===== src/rtl/stifc_pkg.sv =====
// ----------------------------------------------------------------------------
// stifc_pkg
// Shared types and constants for the sorted table insert/find/count unit.
// ----------------------------------------------------------------------------
package stifc_pkg;

  // Operation codes carried on the input word.
  localparam logic [1:0] OP_INSERT = 2'd0;
  localparam logic [1:0] OP_FIND   = 2'd1;
  localparam logic [1:0] OP_COUNT  = 2'd2;

  // Field widths of the result word.
  localparam int unsigned POS_W   = 8;
  localparam int unsigned MATCH_W = 9;
  localparam int unsigned VALUE_W = 32;

  // Controller states.
  typedef enum logic [2:0] {
    ST_IDLE,
    ST_INS_RD,
    ST_INS_CMP,
    ST_SCAN_RD,
    ST_SCAN_CMP
  } state_t;

  // Table read address, relative to the datapath index register.
  typedef enum logic [1:0] {
    RA_IDX,
    RA_IDX_M1,
    RA_IDX_M2,
    RA_IDX_P1
  } rd_sel_t;

  // Commands from the controller to the datapath.
  typedef struct packed {
    logic    load;       // latch opcode and value, set up index
    logic    rd_en;      // read one table entry
    rd_sel_t rd_sel;     // which entry to read
    logic    idx_inc;    // step the index up
    logic    idx_dec;    // step the index down
    logic    wr_shift;   // move the entry just read one slot up
    logic    wr_key;     // store the value at the index
    logic    cnt_inc;    // one more entry in the table
    logic    match_inc;  // the entry just read equals the value
    logic    respond;    // emit the result word
    logic    hit;        // find located the value at the index
    logic    match_out;  // result carries the match count
    logic    refuse;     // insert refused, table full
  } ctl_cmd_t;

  // Status from the datapath to the controller.
  typedef struct packed {
    logic full;      // table holds its capacity
    logic empty;     // table holds nothing
    logic op_find;   // latched opcode is find
    logic rd_gt;     // entry read is greater than the value
    logic rd_eq;     // entry read equals the value
    logic idx_zero;  // index is zero
    logic idx_one;   // index is one
    logic last;      // index addresses the last valid entry
  } dp_stat_t;

endpackage


===== src/rtl/stifc_ctrl.sv =====
// ----------------------------------------------------------------------------
// stifc_ctrl
// Controller: sequences the shift-insert and the linear scan over the table.
// ----------------------------------------------------------------------------
module stifc_ctrl (
  input  logic                clk,
  input  logic                rst_n,
  input  logic                start,
  input  logic [1:0]          in_opcode,
  input  stifc_pkg::dp_stat_t stat,
  output stifc_pkg::ctl_cmd_t cmd,
  output logic                busy
);

  stifc_pkg::state_t state_r, state_nxt;

  always_ff @(posedge clk) begin
    if (!rst_n) begin
      state_r <= stifc_pkg::ST_IDLE;
    end else begin
      state_r <= state_nxt;
    end
  end

  always_comb begin
    state_nxt     = state_r;
    cmd.load      = 1'b0;
    cmd.rd_en     = 1'b0;
    cmd.rd_sel    = stifc_pkg::RA_IDX;
    cmd.idx_inc   = 1'b0;
    cmd.idx_dec   = 1'b0;
    cmd.wr_shift  = 1'b0;
    cmd.wr_key    = 1'b0;
    cmd.cnt_inc   = 1'b0;
    cmd.match_inc = 1'b0;
    cmd.respond   = 1'b0;
    cmd.hit       = 1'b0;
    cmd.match_out = 1'b0;
    cmd.refuse    = 1'b0;

    case (state_r)
      stifc_pkg::ST_IDLE: begin
        if (start) begin
          cmd.load = 1'b1;
          case (in_opcode)
            stifc_pkg::OP_INSERT: begin
              if (stat.full) begin
                cmd.respond = 1'b1;
                cmd.refuse  = 1'b1;
              end else begin
                state_nxt = stifc_pkg::ST_INS_RD;
              end
            end
            stifc_pkg::OP_FIND, stifc_pkg::OP_COUNT: begin
              if (stat.empty) begin
                cmd.respond = 1'b1;
              end else begin
                state_nxt = stifc_pkg::ST_SCAN_RD;
              end
            end
            default: begin
              cmd.respond = 1'b1;
            end
          endcase
        end
      end

      stifc_pkg::ST_INS_RD: begin
        if (stat.idx_zero) begin
          cmd.wr_key  = 1'b1;
          cmd.cnt_inc = 1'b1;
          cmd.respond = 1'b1;
          state_nxt   = stifc_pkg::ST_IDLE;
        end else begin
          cmd.rd_en  = 1'b1;
          cmd.rd_sel = stifc_pkg::RA_IDX_M1;
          state_nxt  = stifc_pkg::ST_INS_CMP;
        end
      end

      stifc_pkg::ST_INS_CMP: begin
        if (stat.rd_gt) begin
          // Larger entry moves up one slot; keep walking down.
          cmd.wr_shift = 1'b1;
          cmd.idx_dec  = 1'b1;
          if (stat.idx_one) begin
            state_nxt = stifc_pkg::ST_INS_RD;
          end else begin
            cmd.rd_en  = 1'b1;
            cmd.rd_sel = stifc_pkg::RA_IDX_M2;
          end
        end else begin
          cmd.wr_key  = 1'b1;
          cmd.cnt_inc = 1'b1;
          cmd.respond = 1'b1;
          state_nxt   = stifc_pkg::ST_IDLE;
        end
      end

      stifc_pkg::ST_SCAN_RD: begin
        cmd.rd_en  = 1'b1;
        cmd.rd_sel = stifc_pkg::RA_IDX;
        state_nxt  = stifc_pkg::ST_SCAN_CMP;
      end

      stifc_pkg::ST_SCAN_CMP: begin
        if (stat.op_find) begin
          if (stat.rd_eq) begin
            cmd.hit     = 1'b1;
            cmd.respond = 1'b1;
            state_nxt   = stifc_pkg::ST_IDLE;
          end else if (stat.rd_gt || stat.last) begin
            cmd.respond = 1'b1;
            state_nxt   = stifc_pkg::ST_IDLE;
          end else begin
            cmd.idx_inc = 1'b1;
            cmd.rd_en   = 1'b1;
            cmd.rd_sel  = stifc_pkg::RA_IDX_P1;
          end
        end else begin
          cmd.match_inc = stat.rd_eq;
          if (stat.last) begin
            cmd.match_out = 1'b1;
            cmd.respond   = 1'b1;
            state_nxt     = stifc_pkg::ST_IDLE;
          end else begin
            cmd.idx_inc = 1'b1;
            cmd.rd_en   = 1'b1;
            cmd.rd_sel  = stifc_pkg::RA_IDX_P1;
          end
        end
      end

      default: begin
        state_nxt = stifc_pkg::ST_IDLE;
      end
    endcase
  end

  assign busy = (state_r != stifc_pkg::ST_IDLE);

endmodule


===== config.mk =====
export PLATFORM = sky130hd
export DESIGN_NAME = stifc_ctrl
export DESIGN_NICKNAME = d
export VERILOG_FILES = /design/src/rtl/stifc_pkg.sv /design/src/rtl/stifc_ctrl.sv
export SDC_FILE = /design/constraint.sdc
export NUM_CORES = 1
export LEC_CHECK = 0
export ABC_AREA = 1
export BUFFER_PORTS_ARGS = -buffer_cell sky130_fd_sc_hd__buf_2
export CORE_AREA = 2 2 39 41
export DETAILED_ROUTE_END_ITERATION = 8
export DIE_AREA = 0 0 41 43
export SLEW_MARGIN = 20
export SYNTH_ARGS = -nofsm -noshare
export SYNTH_HDL_FRONTEND = slang
export SYNTH_SLANG_ARGS = --single-unit

===== constraint.sdc =====
create_clock -name clk -period 1.3 [get_ports clk]
set_clock_uncertainty 0.05 [all_clocks]
set_input_delay 0.195 -clock clk [delete_from_list [all_inputs] [get_ports clk]]
set_output_delay 0.195 -clock clk [all_outputs]
set_load 0.05 [all_outputs]

==> results.md <==
- Largest net degree at the start of global routing: 5
- Max-slew violation count: 0
- Startpoint Class: flop
- Most instantiated library cell after synthesis: nand2_1
- Clk root buf: clkbuf_4
- Nets: 137
- H-tree levels: 1
- Max FO, Critical Path: 4
- Remaining DRCs: 0
- First-pass GRT wire length: 2.17 mm
- Gpl congestion: 0.716
- Die area: 1760 sq um
- Post-DP HPWL: 1.01 mm
- Most flops, register: state_r
- Num rows: 14
- Fill cells: 110
- R2R setup slack: -0.12 ns
- RR Endpoint: state_r[1]
- Port bufs: 27
- Peak VDD IR: 1210 uV
- DR pass1 iterations: 2
- DRT antenna net count: 0
- Inserted Clock Buffers: 3
- Async S/R FF share, synth: 0%
- Worst skew pair latency: 0.24 ns
- Synth cell types: 21
- Max reg flops: 3
- CORE AREA: 1380 sq um
- Total power: 2.06 mW
- Yosys reg bits: 3
- Synth warnings: 0
- Post-synth EDFFs: 0
- # diodes: 0
- CP Class: reg2out
- CP Capture Type: output pin
- WP data required: 1.05 ns
- CTS tree: yes
- Initial drt markers: 6
- Worst Hold Class: in2reg
- Synth area leader: dfxtp_1
- Met2 WL: 803 um
- Starting density of the core: 30.7%
- Design area: 993 sq um
- Final Worst Setup Slack: -0.281 ns
- Max Freq: 633 MHz
- Most used DFF post-synth: dfxtp_1
- Highest metal used: met4
- Final min period: 1.58 ns
- Sequential share of the synthesized area: 14.1%
- Clock tree buffer depth: 2
- Worst setup path start: state_r[0]
- Post-synth net total: 85
- Period utilization: 122%
- Vias/cell: 4.39
- Die Y: 43 um
- Violated checks: setup timing
- Multi-input gate area: 403 sq um
- Initial antenna violation count: 0
- GRT overflow: 0
- CP Capture Point: cmd[12]
- Die Width: 41 um
- Finish-stage setup viols: 17
- Number of failing hold endpoints at the final stage: 0
- Met3 WL post-DR: 75 um
- Biggest regs: state_r (3)
- IO Pins: 28
- Mapped Avg Cell Area: 6.08 sq um
- Syn Std Cell Area: 425 sq um
- LEAKAGE: 0.509 nW
- Status: finished with violations
- CTS clk-pin slew, worst paths: 0.04 ns
- Synth top cells by count: 13 x nand2_1, 11 x inv_1, 8 x nor2_1, 5 x inv_2, 5 x nor2_2
- Max-capacitance violation count: 0
- Top cell type's share of synthesized area: 14.1%
- Slew Limit Headroom: 85.6%
- Data arrival, critical path: 1.34 ns
- Placed Area: 774 sq um
- PwrDens: 2080 nW/um^2
- Slew @ Worst Pin: 0.216 ns
- Post-Route WL: 1.40 mm
- Register area: 66.3 sq um
- RR Startpoint: state_r[0]
- Setup WS pre-CTS: -0.134 ns
- Avg WL per Cell: 10.2 um
- CTS Hold Bufs: 0
- All-layer global routing usage: 18.1%
- Metal-1 WL: 514 um
- Layout cells sized above 1: 74.4%
- Via count: 601
- Vias in the first global route: 546
- Final Util: 71.8%
- Post-synthesis cell count: 70
- Sink Count: 3
- RSZ-0062 raised after global routing: yes
- Setup tns final: -3.06 ns
- R2R depth: 10
- Main area contributors after synthesis: dfxtp_1 14%, nand2_1 11%, inv_1 9.7%
- P&R area growth vs syn: 134%
==> layout by cell type, fill, tap and decap left out, types with 2 or more instances in the layout <==
cell type   n
buf_2      12
buf_4      23
buf_6       9
buf_8       4
clkbuf_4    4
dfxtp_2     2
ha_1        2
inv_1       8
inv_2       4
inv_4       3
nand2_1    11
nand2_2     4
nand3_2     3
nand3_4     2
nor2_1      6
nor2_4      7
nor3_2      2
nor3_4      2
o21ai_2     2
==> kinds of logic (layout without fill, tap and decap cells) <==
| group | count (synthesis) | count (layout) | share of synthesized area [%] |
|---|---|---|---|
| AND/OR/NAND/NOR | 42 | 42 | 55.9 |
| flip-flops | 3 | 3 | 14.1 |
| adder cells (fa/ha/maj) | 2 | 2 | 5.88 |
| buffers and inverters | 19 | 70 | 18.5 |
| AO/OA/AOI/OAI | 4 | 4 | 5.59 |
==> layout make-up <==
cell class                      instances  area share, %
Inverter                               17           7.68
Multi-Input combinational cell         48           40.6
Clock buffer                            4           2.64
Timing Repair Buffer                   49           40.4
Tap cell                               16           2.02
Sequential cell                         3           6.68
==> metal layers <==
metal	global-route usage, %	vias to the layer above
li1	-	313
met1	20.8	265
met2	31.3	21
met3	4.71	2
met4	4.00	0
met5	0	-
==> power breakdown <==
part           switching (mW)  leakage (nW)  internal [mW]  total (mW)
Clock                  0.0508        0.0150          0.115       0.166
Sequential             0.0424        0.0261          0.136       0.178
Combinational            1.04         0.468          0.677        1.72
==> what timing repair did <==
item / 4_1_cts / 5_1_grt
endpoints found under the setup margin: 16 / 16
buffers inserted: 2 / 4
pin swaps: 1 / 7
gates resized for setup: 26 / 20
==> metrics by stage <==
step / instances / hold slack (ns)
finish: 137 / 0.144
global route: 137 / 0.149
CTS: 133 / 0.143
detailed placement: 127 / 0.386
global placement: 127 / 0.384
floorplan: 70 / 0.259
==> worst min path at each step <==
| stage | from | endpoint | depth (start not counted) |
|---|---|---|---|
| 3_5_place_dp | rst_n | state_r[1] | 3 |
| 4_1_cts | rst_n | state_r[1] | 3 |
| 3_3_place_gp | rst_n | state_r[1] | 3 |
| 2_1_floorplan | rst_n | state_r[1] | 2 |
| 6_report | rst_n | state_r[1] | 3 |
| 5_1_grt | rst_n | state_r[1] | 3 |
==> critical path, stage by stage (launching register included) <==
cell     delay [ns]
dfxtp_4        0.35
inv_4          0.08
nand2_4        0.07
nor2_4         0.14
nand3_4        0.12
inv_4          0.09
a21oi_4        0.04
nand3_4        0.06
buf_8          0.14
Power figures use the tool's default switching activity.
